<file path="config.mk">
export PLATFORM = sky130hd
export DESIGN_NAME = usb_boot_eeprom_image_parser
export DESIGN_NICKNAME = d
export VERILOG_FILES = /design/src/hdl/uebip_pkg.sv /design/src/hdl/uebip_res_fifo.sv /design/src/hdl/usb_boot_eeprom_image_parser.sv
export SDC_FILE = /design/constraint.sdc
export NUM_CORES = 1
export LEC_CHECK = 0
export ABC_CLOCK_PERIOD_IN_PS = 10320
export BUFFER_PORTS_ARGS = -buffer_cell sky130_fd_sc_hd__buf_2
export CORE_MARGIN = 5
export CORE_UTILIZATION = 40
export DETAILED_ROUTE_END_ITERATION = 12
export GPL_TIMING_DRIVEN = 1
export SYNTH_ARGS = -nofsm -noshare
export SYNTH_HDL_FRONTEND = slang
export SYNTH_SLANG_ARGS = --single-unit
</file>
<file path="constraint.sdc">
create_clock -name clk_i -period 10.32 [get_ports clk_i]
set_clock_uncertainty 0.2 [all_clocks]
set_input_delay 0.516 -clock clk_i [delete_from_list [all_inputs] [get_ports clk_i]]
set_output_delay 0.516 -clock clk_i [all_outputs]
set_load 0.05 [all_outputs]
</file>
<file path="src/hdl/uebip_pkg.sv">
`timescale 1ns / 1ps
// ----------------------------------------------------------------------------
// uebip_pkg
// Types and codes shared by the boot EEPROM image parser and its result queue.
// ----------------------------------------------------------------------------
package uebip_pkg;

  // Largest image the parser will bound its checks against.
  localparam int unsigned MaxImageBytes = 65536;

  // Depth of the result queue; must be a power of two and at least 2.
  localparam int unsigned ResDepth = 4;

  // Image type bytes.
  localparam logic [7:0] TypeC0 = 8'hC0;
  localparam logic [7:0] TypeC2 = 8'hC2;

  // Segment count word: last-segment flag and reserved bits.
  localparam logic [15:0] CntLastMask = 16'h8000;
  localparam logic [15:0] CntRsvdMask = 16'h6C00;

  // Header length and the segment header length in bytes.
  localparam int unsigned HdrBytes = 8;
  localparam int unsigned SegHdrBytes = 4;

  // Parse phases.
  localparam logic [2:0] PhType    = 3'd0;
  localparam logic [2:0] PhHdrC0   = 3'd1;
  localparam logic [2:0] PhHdrC2   = 3'd2;
  localparam logic [2:0] PhCntHi   = 3'd3;
  localparam logic [2:0] PhCntLo   = 3'd4;
  localparam logic [2:0] PhAdrHi   = 3'd5;
  localparam logic [2:0] PhAdrLo   = 3'd6;
  localparam logic [2:0] PhPayload = 3'd7;

  // Result kinds.
  typedef enum logic [1:0] {
    KindHeader  = 2'd0,
    KindSegment = 2'd1,
    KindPayload = 2'd2,
    KindStatus  = 2'd3
  } kind_e;

  // Status codes.
  typedef enum logic [2:0] {
    StOk         = 3'd0,
    StHeaderOnly = 3'd1,
    StBadType    = 3'd2,
    StPastImage  = 3'd3,
    StRsvdBits   = 3'd4,
    StOverrun    = 3'd5,
    StShortImage = 3'd6
  } status_e;

  typedef struct packed {
    kind_e       kind;
    logic [15:0] address;
    logic [7:0]  value;
    logic [15:0] vendor_id;
    logic [15:0] product_id;
    logic [15:0] device_id;
    logic [12:0] segment_length;
    logic        final_segment;
    status_e     status;
    logic        end_of_run;
  } result_t;

endpackage

</file>
<file path="src/hdl/uebip_res_fifo.sv">
`timescale 1ns / 1ps
// ----------------------------------------------------------------------------
// uebip_res_fifo
// Small result queue: takes up to two result words per cycle, gives one.
// ----------------------------------------------------------------------------
module uebip_res_fifo #(
  parameter int unsigned Depth = uebip_pkg::ResDepth
) (
  input  logic              clk_i,
  input  logic              rst_ni,
  input  logic [1:0]        wr_cnt_i,
  input  uebip_pkg::result_t wr_data0_i,
  input  uebip_pkg::result_t wr_data1_i,
  output logic              room_o,
  output logic              rd_valid_o,
  input  logic              rd_ready_i,
  output uebip_pkg::result_t rd_data_o
);
  import uebip_pkg::*;

  localparam int unsigned PtrW = $clog2(Depth);
  localparam int unsigned CntW = $clog2(Depth + 1);

  result_t         mem_q [Depth];
  logic [PtrW-1:0] wr_ptr_q, wr_ptr_d, rd_ptr_q, rd_ptr_d;
  logic [CntW-1:0] count_q, count_d;
  logic            pop;

  assign pop        = rd_valid_o && rd_ready_i;
  assign rd_valid_o = (count_q != '0);
  assign rd_data_o  = mem_q[rd_ptr_q];
  // Room for two words regardless of what is read this cycle.
  assign room_o     = (count_q <= CntW'(Depth - 2));

  always_comb begin
    wr_ptr_d = wr_ptr_q + PtrW'(wr_cnt_i);
    rd_ptr_d = rd_ptr_q + PtrW'(pop);
    count_d  = count_q + CntW'(wr_cnt_i) - CntW'(pop);
  end

  always_ff @(posedge clk_i or negedge rst_ni) begin
    if (!rst_ni) begin
      wr_ptr_q <= '0;
      rd_ptr_q <= '0;
      count_q  <= '0;
    end else begin
      wr_ptr_q <= wr_ptr_d;
      rd_ptr_q <= rd_ptr_d;
      count_q  <= count_d;
    end
  end

  always_ff @(posedge clk_i) begin
    if (wr_cnt_i != 2'd0) begin
      mem_q[wr_ptr_q] <= wr_data0_i;
    end
    if (wr_cnt_i == 2'd2) begin
      mem_q[wr_ptr_q + PtrW'(1)] <= wr_data1_i;
    end
  end

endmodule

</file>
<file path="src/hdl/usb_boot_eeprom_image_parser.sv">
`timescale 1ns / 1ps
// ----------------------------------------------------------------------------
// usb_boot_eeprom_image_parser
// Streaming parser for C0/C2 boot EEPROM images, one image byte per word.
// ----------------------------------------------------------------------------
// Usage:
//   Image bytes enter on the in channel (valid/ready), one byte per word.
//   first_byte_i marks offset zero and restarts parsing at any time. Bytes
//   that arrive after parsing has finished, or before any first byte, are
//   taken and dropped.
//   image_size_i is written with image_size_we_i; the user does so only
//   while the block is idle, which the block itself does not enforce.
//   Results leave on the out channel (valid/ready), one result per word:
//   header, segment descriptor, payload write or final status. A byte gives
//   zero, one or two results; end_of_run_o flags the last one of a byte.
//   A byte taken is held in the input register, parsed from there, and its
//   results are written into the result queue, which offers them.
//   Throughput: one byte per cycle while the queue has room. The result port
//   moves one word per cycle, so bytes giving two results (header, segment
//   or payload plus status) wait in the four-entry result queue.
//   When the receiver stalls the queue fills, the input register holds its
//   byte and in_ready_o drops; nothing is lost.
//   Reset clears the queue and leaves the parser finished, waiting for a
//   first byte; the image size resets to zero.
// ----------------------------------------------------------------------------
module usb_boot_eeprom_image_parser #(
  parameter int unsigned MAX_IMAGE_BYTES = uebip_pkg::MaxImageBytes
) (
  input  logic        clk_i,
  input  logic        rst_ni,
  // Configuration
  input  logic        image_size_we_i,
  input  logic [16:0] image_size_i,
  // Image bytes
  input  logic        in_valid_i,
  output logic        in_ready_o,
  input  logic [7:0]  data_byte_i,
  input  logic        first_byte_i,
  // Results
  output logic        out_valid_o,
  input  logic        out_ready_i,
  output logic [1:0]  kind_o,
  output logic [15:0] address_o,
  output logic [7:0]  value_o,
  output logic [15:0] vendor_id_o,
  output logic [15:0] product_id_o,
  output logic [15:0] device_id_o,
  output logic [12:0] segment_length_o,
  output logic        final_segment_o,
  output logic [2:0]  status_o,
  output logic        end_of_run_o
);
  import uebip_pkg::*;

  localparam logic [16:0] MaxSize = 17'(MAX_IMAGE_BYTES);

  // Configuration register.
  logic [16:0] image_size_q;

  // Input register.
  logic        s1_valid_q;
  logic [7:0]  s1_byte_q;
  logic        s1_first_q;

  // Parser state.
  logic [16:0] pos_q, pos_d;
  logic [2:0]  phase_q, phase_d;
  logic [15:0] vendor_q, vendor_d;
  logic [15:0] product_q, product_d;
  logic [15:0] device_q, device_d;
  logic [15:0] cnt_q, cnt_d;
  logic [15:0] seg_addr_q, seg_addr_d;
  logic [12:0] left_q, left_d;
  logic        last_q, last_d;
  logic        finished_q, finished_d;

  // Results of the byte in the input register.
  result_t     res0, res1, rd_data;
  logic [1:0]  res_cnt;
  logic        room;
  logic        proc;

  assign proc       = s1_valid_q && room;
  assign in_ready_o = !s1_valid_q || proc;

  always_ff @(posedge clk_i or negedge rst_ni) begin
    if (!rst_ni) begin
      image_size_q <= '0;
    end else if (image_size_we_i) begin
      image_size_q <= image_size_i;
    end
  end

  always_ff @(posedge clk_i or negedge rst_ni) begin
    if (!rst_ni) begin
      s1_valid_q <= 1'b0;
    end else if (in_ready_o) begin
      s1_valid_q <= in_valid_i;
    end
  end

  always_ff @(posedge clk_i) begin
    if (in_ready_o && in_valid_i) begin
      s1_byte_q  <= data_byte_i;
      s1_first_q <= first_byte_i;
    end
  end

  // Parse step. A step gives at most one header, descriptor or payload
  // word, optionally followed by a status word that ends the parse.
  always_comb begin
    logic [16:0] size;
    logic [16:0] e_pos;
    logic [2:0]  e_phase;
    logic        e_last, e_fin;
    logic [12:0] e_left;
    logic [12:0] len;
    logic [7:0]  b;
    logic [15:0] cnt_new;
    logic [15:0] sa_new;
    logic [17:0] pos_p1;
    logic        have_main, have_st, seg_end;
    result_t     main_res, st_res;
    status_e     st_code;

    b       = s1_byte_q;
    size    = (image_size_q > MaxSize) ? MaxSize : image_size_q;
    e_pos   = s1_first_q ? '0 : pos_q;
    e_phase = s1_first_q ? PhType : phase_q;
    e_last  = s1_first_q ? 1'b0 : last_q;
    e_fin   = s1_first_q ? 1'b0 : finished_q;
    e_left  = s1_first_q ? '0 : left_q;
    len     = cnt_q[12:0];
    pos_p1  = {1'b0, e_pos} + 18'd1;
    cnt_new = {cnt_q[15:8], b};
    sa_new  = {seg_addr_q[15:8], b};

    have_main = 1'b0;
    have_st   = 1'b0;
    seg_end   = 1'b0;
    st_code   = StOk;
    main_res  = '0;

    pos_d      = e_pos;
    phase_d    = e_phase;
    vendor_d   = vendor_q;
    product_d  = product_q;
    device_d   = device_q;
    cnt_d      = cnt_q;
    seg_addr_d = seg_addr_q;
    left_d     = e_left;
    last_d     = e_last;

    if (!e_fin) begin
      pos_d = pos_p1[16:0];
      unique case (e_phase) inside
        PhType: begin
          if (size == '0) begin
            have_st = 1'b1;
            st_code = StShortImage;
          end else if (b != TypeC0 && b != TypeC2) begin
            have_st = 1'b1;
            st_code = StBadType;
          end else if (size < 17'(HdrBytes)) begin
            have_st = 1'b1;
            st_code = StShortImage;
          end else begin
            phase_d = (b == TypeC2) ? PhHdrC2 : PhHdrC0;
          end
        end
        PhHdrC0, PhHdrC2: begin
          unique case (e_pos[2:0])
            3'd1: vendor_d  = {vendor_q[15:8], b};
            3'd2: vendor_d  = {b, vendor_q[7:0]};
            3'd3: product_d = {product_q[15:8], b};
            3'd4: product_d = {b, product_q[7:0]};
            3'd5: device_d  = {device_q[15:8], b};
            3'd6: device_d  = {b, device_q[7:0]};
            default: begin
              have_main           = 1'b1;
              main_res.kind       = KindHeader;
              main_res.value      = b;
              main_res.vendor_id  = vendor_q;
              main_res.product_id = product_q;
              main_res.device_id  = device_q;
              if (e_phase == PhHdrC0) begin
                have_st = 1'b1;
                st_code = StHeaderOnly;
              end else if (size <= 17'(HdrBytes)) begin
                have_st = 1'b1;
                st_code = StPastImage;
              end else begin
                phase_d = PhCntHi;
              end
            end
          endcase
        end
        PhCntHi: begin
          if (e_pos >= size) begin
            have_st = 1'b1;
            st_code = StPastImage;
          end else if ({1'b0, e_pos} + 18'(SegHdrBytes) > {1'b0, size}) begin
            have_st = 1'b1;
            st_code = StOverrun;
          end else begin
            cnt_d   = {b, 8'h00};
            phase_d = PhCntLo;
          end
        end
        PhCntLo: begin
          cnt_d = cnt_new;
          if ((cnt_new & CntRsvdMask) != '0) begin
            have_st = 1'b1;
            st_code = StRsvdBits;
          end else begin
            last_d  = ((cnt_new & CntLastMask) != '0);
            phase_d = PhAdrHi;
          end
        end
        PhAdrHi: begin
          seg_addr_d = {b, 8'h00};
          phase_d    = PhAdrLo;
        end
        PhAdrLo: begin
          seg_addr_d = sa_new;
          // Segment starts three bytes back; its end must fit in the image.
          if ({1'b0, pos_p1} + 19'(len) > {2'b00, size}) begin
            have_st = 1'b1;
            st_code = StOverrun;
          end else begin
            have_main               = 1'b1;
            main_res.kind           = KindSegment;
            main_res.address        = sa_new;
            main_res.segment_length = len;
            main_res.final_segment  = e_last;
            left_d                  = len;
            if (len == '0) begin
              seg_end = 1'b1;
            end else begin
              phase_d = PhPayload;
            end
          end
        end
        default: begin
          have_main               = 1'b1;
          main_res.kind           = KindPayload;
          main_res.address        = seg_addr_q + 16'(len - e_left);
          main_res.value          = b;
          main_res.segment_length = len;
          main_res.final_segment  = e_last;
          if (e_left != '0) begin
            left_d = e_left - 13'd1;
          end
          if (e_left <= 13'd1) begin
            seg_end = 1'b1;
          end
        end
      endcase

      // Close a segment: the last one ends the parse, otherwise the next
      // segment must start inside the image.
      if (seg_end) begin
        if (e_last) begin
          have_st = 1'b1;
          st_code = StOk;
        end else if (pos_p1 >= {1'b0, size}) begin
          have_st = 1'b1;
          st_code = StPastImage;
        end else begin
          phase_d = PhCntHi;
        end
      end
    end

    finished_d = e_fin || have_st;

    st_res        = '0;
    st_res.kind   = KindStatus;
    st_res.status = st_code;

    res0    = '0;
    res1    = '0;
    res_cnt = 2'd0;
    if (have_main) begin
      res0    = main_res;
      res_cnt = 2'd1;
      if (have_st) begin
        res1    = st_res;
        res_cnt = 2'd2;
      end
    end else if (have_st) begin
      res0    = st_res;
      res_cnt = 2'd1;
    end
    if (res_cnt == 2'd2) begin
      res1.end_of_run = 1'b1;
    end else begin
      res0.end_of_run = 1'b1;
    end
  end

  always_ff @(posedge clk_i or negedge rst_ni) begin
    if (!rst_ni) begin
      pos_q      <= '0;
      phase_q    <= PhType;
      vendor_q   <= '0;
      product_q  <= '0;
      device_q   <= '0;
      cnt_q      <= '0;
      seg_addr_q <= '0;
      left_q     <= '0;
      last_q     <= 1'b0;
      finished_q <= 1'b1;
    end else if (proc) begin
      pos_q      <= pos_d;
      phase_q    <= phase_d;
      vendor_q   <= vendor_d;
      product_q  <= product_d;
      device_q   <= device_d;
      cnt_q      <= cnt_d;
      seg_addr_q <= seg_addr_d;
      left_q     <= left_d;
      last_q     <= last_d;
      finished_q <= finished_d;
    end
  end

  uebip_res_fifo #(
    .Depth(ResDepth)
  ) u_res_fifo (
    .clk_i      (clk_i),
    .rst_ni     (rst_ni),
    .wr_cnt_i   (proc ? res_cnt : 2'd0),
    .wr_data0_i (res0),
    .wr_data1_i (res1),
    .room_o     (room),
    .rd_valid_o (out_valid_o),
    .rd_ready_i (out_ready_i),
    .rd_data_o  (rd_data)
  );

  assign kind_o           = rd_data.kind;
  assign address_o        = rd_data.address;
  assign value_o          = rd_data.value;
  assign vendor_id_o      = rd_data.vendor_id;
  assign product_id_o     = rd_data.product_id;
  assign device_id_o      = rd_data.device_id;
  assign segment_length_o = rd_data.segment_length;
  assign final_segment_o  = rd_data.final_segment;
  assign status_o         = rd_data.status;
  assign end_of_run_o     = rd_data.end_of_run;

  // A live parse in the payload phase always has bytes left; a parse that
  // ended on its last payload byte keeps the phase with nothing left.
  a_payload_left: assert property (@(posedge clk_i) disable iff (!rst_ni)
    (!finished_q && phase_q == PhPayload) |-> (left_q != '0))
    else $error("payload phase with no bytes left");

  // A status word always ends the parse.
  a_status_ends: assert property (@(posedge clk_i) disable iff (!rst_ni)
    (proc && res_cnt != 2'd0 &&
     ((res_cnt == 2'd1 && res0.kind == KindStatus) ||
      (res_cnt == 2'd2 && res1.kind == KindStatus))) |=> finished_q)
    else $error("status reported but parse not finished");

  // A live parse waiting for its type byte sits at offset zero.
  a_type_at_zero: assert property (@(posedge clk_i) disable iff (!rst_ni)
    (!finished_q && phase_q == PhType) |-> (pos_q == '0))
    else $error("type byte expected away from offset zero");

endmodule

</file>
==> impl_results.md <==
- Commonest register cell after synthesis: sky130_fd_sc_hd__dfxtp_1
- Maximum ir drop on the vdd rail: 0.161 mV
- Path category of the worst min-delay check: input pin to flop
- Launching element type of the critical path: flop
- Data required, critical path: 10.42 ns
- Gr busiest metal: met2
- Worst rel slew slack: 20.7%
- Peak fanout along the critical path: 57
- Synthesized area per cell: 10.9 µm²
- Cell with the biggest individual delay on the critical path: sky130_fd_sc_hd__and2_4
- Total number of yosys warnings: 0
- Iteration count of the initial detailed-routing pass: 7
- CTS tree: yes
- Status: finished, final reports clean
- Violation count after the first detailed-routing iteration: 1,775
- Final critical path time including I/O delays and setup: 8.80 ns
- Pin count of the biggest net entering global routing: 101
- Worst Setup Slack post-DPL: 1.69 ns
- Start of the worst register-to-register path: s1_first_q
- Maximum clock frequency: 114 MHz
- Ys async rst share: 27.1%
- Cells resized by post-CTS repair: 0
- Total Wirelength: 76.9 mm
- Synthesized netlist cell count: 2,317
- Top-level port count: 125
- Synthesized Nets: 2,477
- Synth unique cells: 83
- End-of-flow core utilization: 45.9%
- Final instance count without filler cells: 3,282
- Power density cells: 276 nW/µm²
- Global-route wire length before repair: 118 mm
- Leakage power: 11.8 nW
- Fraction of met1 tracks used by global routing: 29.6%
- Routed Antenna Nets: 0
- Critical Path Sink: u_res_fifo.mem_q[3][1]
- # Max-Cap Violations: 0
- Count of endpoints failing setup in the final report: 0
- Slack of the worst reg-to-reg path: 1.52 ns
- Sequential-to-total area share from yosys stat: 45.2%
- Cell family with the largest share of critical-path delay: compound AO/OA/AOI/OAI gates
- Slew at the pin closest to its max-slew limit: 1.18 ns
- Maximum number of buffers from clock root to sink: 3
- Aggregate global routing overflow: 0
- Core Box Area: 62,700 µm²
- Type of destination of the critical path: flop
- Root buf cell: sky130_fd_sc_hd__clkbuf_16
- Crit. Startpoint: s1_first_q
- Min-Delay Startpoint: out_ready_i
- Growth of design area from synthesis to finish: 14.2%
- Antenna violations before repair: 1
- Met3 demand-to-capacity share in global routing: 3.57%
- Vert. Die Dim: 261 µm
- FF-to-FF End: u_res_fifo.mem_q[3][1]
- Min setup slack post-route: 1.52 ns
- #FFs+latches synth: 517
- Period utilisation layout: 85.3%
- Total number of vias: 20,100
- Count of inserted antenna diode cells: 0
- Starting density of the core: 40.2%
- Final nets: 2,549
- EDFF count, synth: 33
- Per-cell via count in the routed design: 6.12
- Buffers added on ports: 124
- Clk slew on worst S/H paths: 0.06 ns
- Gp weighted congestion: 0.887
- Crit. path cell count: 28
- Later-pin clock latency in the skew report: 0.62 ns
- Dpl cell area: 26,600 µm²
- Clock Sinks: 517
- Worst Path Buf+Inv: 3
- Worst Path Arrival: 8.90 ns
- Clock buffers created by TritonCTS: 56
- GRT Total Usage: 21.9%
- Worst reg-to-reg path cell count: 28
- Number of hold-slack violations in the final timing report: 0
- Cell mode on critical path: sky130_fd_sc_hd__ha_1
- Fin area: 28,800 µm²
- CP max stage delay: 0.72 ns
- Die W: 261 µm
- Die Footprint: 68,100 µm²
- Via count of the first global-routing pass: 19,800
- Share of final-layout standard cells stronger than drive strength 1: 18.8%
- Post-DP HPWL: 49.6 mm
- Placed cell count: 3,149
- Setup repair after global routing missed its margin: false
- Number of placement rows: 92
- Critical Setup Path Class: flop to flop
- Post-synthesis cell area: 25,200 µm²
- Count of final max-slew check failures: 0
- Met2 track utilization from global routing: 36.3%
- Drt wl/cell: 23.4 µm
- Final sum of negative setup slack: 0 ns
- H-tree levels: 2
- Detailed-route DRC error count: 0
placed cells by master, fill, tap and decap left out, types with 61 or more instances in the layout:
cell type,netlist,final
sky130_fd_sc_hd__a21oi_1,63,61
sky130_fd_sc_hd__a22o_1,72,72
sky130_fd_sc_hd__a32o_1,224,224
sky130_fd_sc_hd__buf_2,8,123
sky130_fd_sc_hd__dfrtp_1,139,137
sky130_fd_sc_hd__dfxtp_1,344,344
sky130_fd_sc_hd__ha_1,125,125
sky130_fd_sc_hd__mux2_2,66,66
sky130_fd_sc_hd__mux4_2,92,92
sky130_fd_sc_hd__nand2_1,220,220
sky130_fd_sc_hd__nor2_1,94,89
sky130_fd_sc_hd__o21ai_0,131,131
layout make-up:
class                      instances  area [µm²]
tap                              846        1060
inverter                          55         206
fill                            5701       34000
sequential                       517       11400
multi-input combinational       1571       13000
timing repair buffer             188        1210
clock buffer                      87        1700
clock inverter                    18         196
power breakdown:
part / internal (mW) / leakage [nW] / switching [mW]
registers: 2.28 / 4.93 / 0.367
logic: 1.16 / 5.93 / 2.10
clock network: 1.19 / 0.933 / 0.858
metrics by stage:
step	power [mW]	hold WS [ns]
2_1_floorplan	4.95	0.0204
3_3_place_gp	5.82	0.228
3_5_place_dp	5.89	0.242
4_1_cts	7.97	0.0964
5_1_grt	8.38	0.123
6_report	7.95	0.124
cell families (layout without fill, tap and decap cells):
family          Yosys count  after routing  synth area share, %
xor+xnor                 69             69                 2.40
fa+ha+maj               129            129                 6.52
simple gates            567            567                 10.7
flops                   517            517                 45.2
mux                     165            165                 11.4
compound gates          641            641                 20.2
buf+inv                 229            348                 3.55
flip-flops by register name (all words and copies together) (netlist names):
| signal | cells |
|---|---|
| seg_addr_q | 16 |
| s1_byte_q | 8 |
| left_q | 13 |
| device_q | 16 |
| pos_q | 17 |
| u_res_fifo.rd_ptr_q | 2 |
| u_res_fifo.count_q | 3 |
| vendor_q | 16 |
| phase_q | 3 |
| finished_q | 1 |
| u_res_fifo.wr_ptr_q | 2 |
| s1_first_q | 1 |
| cnt_q | 16 |
| product_q | 16 |
| u_res_fifo.mem_q | 368 |
| s1_valid_q | 1 |
| last_q | 1 |
| image_size_q | 17 |
how the worst min path moves through the flow:
| stage | endpoint | slack [ns] | cells after the start |
|---|---|---|---|
| 3_5_place_dp | u_res_fifo.mem_q[0][85] | 0.24 | 2 |
| 4_1_cts | u_res_fifo.rd_ptr_q[0] | 0.1 | 3 |
| 3_3_place_gp | u_res_fifo.mem_q[2][88] | 0.23 | 2 |
| 5_1_grt | u_res_fifo.rd_ptr_q[0] | 0.12 | 3 |
| 2_1_floorplan | cnt_q[0] | 0.02 | 0 |
| 6_report | u_res_fifo.rd_ptr_q[0] | 0.12 | 3 |
tightest hold or removal path, cell delays in order:
cell	delay, ns
sky130_fd_sc_hd__buf_2	0.07
sky130_fd_sc_hd__and2_1	0.17
sky130_fd_sc_hd__ha_1	0.15
timing repair:
action,CTS,global route
endpoints found under the hold margin,62,0
setup buffers,0,0
hold buffers,28,0
layer usage:
layer	up-vias	part of all wire (%)
met3	141	6.9
li1	9052	-
met4	0	2.9
met2	707	47
met5	-	0
met1	10200	43
Yosys cell counts (10+ instances only):
cell type,n,share of area [%]
sky130_fd_sc_hd__nand2_1,220,3.3
sky130_fd_sc_hd__o21ai_1,10,0.20
sky130_fd_sc_hd__nand3_1,49,0.97
sky130_fd_sc_hd__nor3_1,44,0.87
sky130_fd_sc_hd__a22o_1,72,2.5
sky130_fd_sc_hd__mux2_2,66,2.9
sky130_fd_sc_hd__edfxtp_1,33,3.9
sky130_fd_sc_hd__inv_1,53,0.79
sky130_fd_sc_hd__nand4_1,21,0.52
sky130_fd_sc_hd__a32o_1,224,8.9
sky130_fd_sc_hd__buf_1,23,0.34
sky130_fd_sc_hd__nor2_1,94,1.4
sky130_fd_sc_hd__o21ai_0,131,2.6
sky130_fd_sc_hd__a21oi_1,63,1.3
sky130_fd_sc_hd__nor2b_1,35,0.87
sky130_fd_sc_hd__mux4_2,92,8.2
sky130_fd_sc_hd__a21o_1,22,0.66
sky130_fd_sc_hd__xnor2_1,53,1.8
sky130_fd_sc_hd__and2_1,10,0.25
sky130_fd_sc_hd__a31oi_1,14,0.35
sky130_fd_sc_hd__nand2b_1,17,0.42
sky130_fd_sc_hd__nor4_1,17,0.42
sky130_fd_sc_hd__dfrtp_1,139,14
sky130_fd_sc_hd__clkbuf_1,140,2.1
sky130_fd_sc_hd__xor2_1,16,0.56
sky130_fd_sc_hd__ha_1,125,6.2
sky130_fd_sc_hd__or3_1,16,0.40
sky130_fd_sc_hd__dfxtp_1,344,27
sky130_fd_sc_hd__o31ai_1,10,0.30
No activity file was read; power rests on OpenSTA's default activity.
